===== src/rtl/assert_macros.svh =====
// Assertion helpers shared by the RTL that checks itself.
// Each macro expects a clock named clk and an active-low reset named arst_n in scope.
`ifndef ASSERT_MACROS_SVH
`define ASSERT_MACROS_SVH

// Property checked on every rising clock edge outside of reset.
`define RRTA_ASSERT(label, prop, msg) \
	label: assert property (@(posedge clk) disable iff (!arst_n) (prop)) else $error(msg);

// Property checked on every rising clock edge, reset included.
`define RRTA_ASSERT_ALWAYS(label, prop, msg) \
	label: assert property (@(posedge clk) (prop)) else $error(msg);

`endif


===== src/rtl/rrta_ram.sv =====
`timescale 1ns / 1ps

// Simple dual-read RAM: one write port, two read ports, registered read data.
// A read of the address written in the same cycle returns the old contents.
module rrta_ram #(
	parameter int WIDTH = 16,
	parameter int DEPTH = 256,
	localparam int AW = (DEPTH > 1) ? $clog2(DEPTH) : 1
) (
	input  logic             clk,
	input  logic             we,
	input  logic [AW-1:0]    waddr,
	input  logic [WIDTH-1:0] wdata,
	input  logic             re,
	input  logic [AW-1:0]    raddr_a,
	input  logic [AW-1:0]    raddr_b,
	output logic [WIDTH-1:0] rdata_a,
	output logic [WIDTH-1:0] rdata_b
);

	logic [WIDTH-1:0] mem [DEPTH];

	// Storage array and read registers; neither is reset.
	always_ff @(posedge clk) begin
		if (we) begin
			mem[waddr] <= wdata;
		end
		if (re) begin
			rdata_a <= mem[raddr_a];
			rdata_b <= mem[raddr_b];
		end
	end

endmodule


===== config.mk =====
export PLATFORM = sky130hd
export DESIGN_NAME = rrta_ram
export DESIGN_NICKNAME = d
export VERILOG_FILES = /design/src/rtl/assert_macros.svh /design/src/rtl/rrta_ram.sv
export SDC_FILE = /design/constraint.sdc
export NUM_CORES = 2
export LEC_CHECK = 0
export BUFFER_PORTS_ARGS = -buffer_cell sky130_fd_sc_hd__buf_2
export CORE_UTILIZATION = 45
export DETAILED_ROUTE_END_ITERATION = 8
export PLACE_DENSITY = 0.65
export SYNTH_ARGS = -nofsm -noshare
export SYNTH_HDL_FRONTEND = slang
export SYNTH_SLANG_ARGS = --single-unit

===== constraint.sdc =====
create_clock -name clk -period 8.6 [get_ports clk]
set_input_delay 1.72 -clock clk [delete_from_list [all_inputs] [get_ports clk]]
set_output_delay 1.72 -clock clk [all_outputs]
set_load 0.005 [all_outputs]

==> flow_summary_export.csv <==
group,metric,value,unit
timing,finalClockSkew,78.1,ps
critical_path,worstPathCellList,"buf_12 > buf_4 > mux4_2 > a22o_1 > a221oi_1 > o22ai_1 > nor3_1 > nor2_1 > and3_1",
route,detailroute.via_count,117000,
clock_tree,htree_num_levels,5,
outcome,status,"complete, but fails checks",
critical_path,path_max_fanout,56,
power_and_ir_drop,static_leakage,67.7,nW
final_layout,n_fill_cell,33900,
synthesis,area_of_the_mapped_netlist,192000,sq um
clock_tree,clk_latency,1030,ps
timing,fmax,172,MHz
floorplan,floorplan.die.height,655,um
timing,hold_viol,0,
route,routed_wire_length_per_instance,40.1,um
placement,numPortBuffers,74,
critical_path,end_kind,"flip-flop",
timing,timing.slew.headroom,-0.0450,
synthesis,synth-async-reset-ratio,0,
final_layout,flow.area_growth_from_synthesis,11.6,%
floorplan,fp.dieArea,429000,sq um
route,viasPerCell,7.13,
placement,dp_worst_setup_slack,1880,ps
timing,setup_tns_after_final_layout,0,ps
final_layout,fraction_of_layout_instances_using_a_drive_strength_above_1,0.294,
final_layout,seqCellArea,124000,sq um
clock_tree,hold_fix_buffers_cts,0,
critical_path,critical_path.max_stage_delay,1000,ps
floorplan,core.rowCount,239,
critical_path,critPathArrivalTime,6600,ps
timing,finalCritPeriodShare,0.676,
critical_path,worstPathRequired,9380,ps
floorplan,boundaryPins,75,
synthesis,synth-warning-count,0,
clock_tree,cts-buffers-inserted,420,
floorplan,chip_width,655,um
grt,overflow,0,
grt,grt_pass1_wl,907000,um
synthesis,synth.avg_cell_area,18.9,sq um
synthesis,synth_edf_count,4128,
critical_path,worstSetupStartpointType,"primary input",
synthesis,ys_seq_area_frac,0.646,
clock_tree,cts.reportedPaths.clkPinSlew,60,ps
floorplan,fp.coreArea,424000,sq um
clock_tree,ctsRootBufferMaster,"clkbuf_16",
clock_tree,postCtsSetupBuffers,0,
route,dr.pass1.iters,8,
timing,grt_setup_unrepaired,"false",
grt,pin_count_of_the_biggest_net_entering_global_routing,149,
critical_path,worst_path_max_delay_cell,"nor3_1",
route,antenna_left,0,
timing,final.hold.worst_slack,1130,ps
grt,first_global_vias,114000,
synthesis,synthesis.instances,10100,
power_and_ir_drop,power.density_cell_area,206,nW/um^2
synthesis,number_of_distinct_library_cell_variants_in_the_gate_level_netlist_after_synthesis,58,
power_and_ir_drop,ir_drop,0.160,mV
floorplan,initial_utilization,0.453,
clock_tree,cts_tree,"done",
synthesis,postSynthNetCount,10200,
placement,globalplace.congestion,0.939,
synthesis,dominantRegCellSynth,"edfxtp_1",
timing,final.min_clock_period,5810,ps
placement,hpwlAfterDp,408000,um
final_layout,footprint_of_the_multi_input_gates,64100,sq um
final_layout,final_core_utilization,0.505,
route,drc,3,
outcome,failed_checks,"design-rule violations, max-capacitance violations, max-slew violations",
timing,timing.final.ws_setup,2790,ps
worst_hold_path,timing.hold.worst.class,"flip-flop to flip-flop",
clock_tree,tritoncts_num_sinks,4128,
final_layout,nets,10400,
route,wirelength,660000,um
clock_tree,post_cts_resize_count,0,
route,drt_iter0_markers,18900,
synthesis,synth.ff_latch_count,4128,
grt,grt.total_usage,0.303,
timing,tightestPinTransition,1560,ps
clock_tree,cts_buffer_depth,4,
critical_path,timing.setup.critical_path_class,"primary input to flip-flop",
timing,final_max_slew_viol_count,9,
job,max-cap-violations,3,
grt,initial_antenna_violation_count,83,
timing,finalSetupViolations,0,
[power by group]
group          switching, mW  internal [mW]  total (mW)
Sequential            0.0814           22.2        22.3
Clock                   7.92           10.2        18.2
Combinational           2.38           1.27        3.65
[cell type report]
| cell class | instances | share of cell area |
|---|---|---|
| timing repair buffer | 606 | 0.0244 |
| clock buffer | 513 | 0.0516 |
| antenna | 130 | 0.00152 |
| inverter | 6 | 0.000193 |
| multi-input combinational | 5151 | 0.299 |
| sequential | 4128 | 0.579 |
| tap | 5663 | 0.0331 |
| clock inverter | 256 | 0.0109 |
[synth_stat cells (11+ instances only)]
cell type  instances  share of area
edfxtp_1        4128           0.65
mux4_2          1688           0.20
mux2i_1         1021          0.053
o221ai_1         418          0.019
clkbuf_1         382         0.0075
nor2_1           355         0.0069
o22ai_1          281         0.0092
nand2_1          257         0.0050
a21oi_1          210         0.0055
nor3_1           185         0.0048
buf_2            153         0.0040
a22oi_1          119         0.0047
buf_1            102         0.0020
buf_4            100         0.0039
buf_6             92         0.0054
nand3_1           83         0.0022
o21ai_0           74         0.0019
o211ai_1          59         0.0023
a22o_1            55         0.0025
a221oi_1          48         0.0022
a2111oi_0         38         0.0017
nor4_1            38         0.0012
nand4_1           30        0.00098
o31ai_1           27         0.0011
a211o_1           26         0.0012
a211oi_1          22        0.00086
and3_1            18        0.00059
buf_8             15         0.0012
nor2b_1           13        0.00042
and4_1            12        0.00055
nand2b_1          11        0.00036
o21bai_1          11        0.00043
o311ai_0          11        0.00050
[logic make-up after synthesis]
logic type             after synthesis  synth area share
buffers and inverters              856            0.0246
muxes                             2709             0.251
DFF                               4128             0.646
AOI/OAI and AO/OA                 1414            0.0539
and+or+nand+nor                   1028            0.0242
[worst max-delay path, delay by kind of cell]
| kind | cells | cell delay, ps |
|---|---|---|
| mux | 1 | 600 |
| compound gates | 3 | 1180 |
| buf+inv | 2 | 1280 |
| simple gates | 3 | 1570 |
[metrics by stage]
step	power, mW	instances	instance area, sq um
6_report	44.1	16500	214000
5_1_grt	45.0	16400	214000
4_1_cts	44.1	16300	214000
3_5_place_dp	26.3	15600	200000
3_3_place_gp	26.2	15500	200000
2_1_floorplan	24.7	10100	192000
[path summary, 6_finish.rpt]
path                            slack (ps)  cells past startpoint          end        start
worst max-delay path                  2790                      9   rdata_a[7]   raddr_a[0]
worst min-delay path                  1130                      6  rdata_b[14]  mem[14][14]
worst max register to register        4730                      7   rdata_b[7]   mem[60][7]
worst min register to register        1130                      6  rdata_b[14]  mem[14][14]
[per-layer routing]
layer	global-route usage	up-vias	wire [um]
met4	0.157	32	40200
met5	0	-	331
met3	0.0910	1662	91400
met1	0.400	61900	230000
li1	-	44500	-
met2	0.454	9203	298000
[sequential cells by signal, summed over array words and instances (netlist names)]
signal,flops
mem,4096
rdata_a,16
rdata_b,16
[cell usage in the layout (no fill, tap or decap), types with 13 or more instances in the layout]
master | Yosys | layout
a221oi_1 | 48 | 48
buf_12 | 5 | 52
buf_2 | 153 | 58
o22ai_1 | 281 | 281
nor2_1 | 355 | 155
a211oi_1 | 22 | 21
and3_1 | 18 | 18
diode_2 | 0 | 130
a2111oi_1 | 0 | 13
nand2_1 | 257 | 253
clkbuf_1 | 382 | 84
buf_4 | 100 | 472
clkinv_2 | 0 | 86
a21oi_1 | 210 | 210
nand3_1 | 83 | 74
a211o_1 | 26 | 26
edfxtp_1 | 4128 | 4128
clkinv_1 | 0 | 101
o21ai_0 | 74 | 74
o221ai_1 | 418 | 418
nor3_1 | 185 | 176
mux4_2 | 1688 | 1688
nor2_2 | 0 | 175
a22oi_1 | 119 | 119
o211ai_1 | 59 | 59
o31ai_1 | 27 | 24
nand4_1 | 30 | 30
nor4_1 | 38 | 36
buf_8 | 15 | 17
nor2_4 | 0 | 25
mux2i_1 | 1021 | 1021
a22o_1 | 55 | 55
a2111oi_0 | 38 | 24
clkbuf_16 | 0 | 429
bufinv_16 | 0 | 37
No activity file was read; power rests on OpenSTA's default activity.
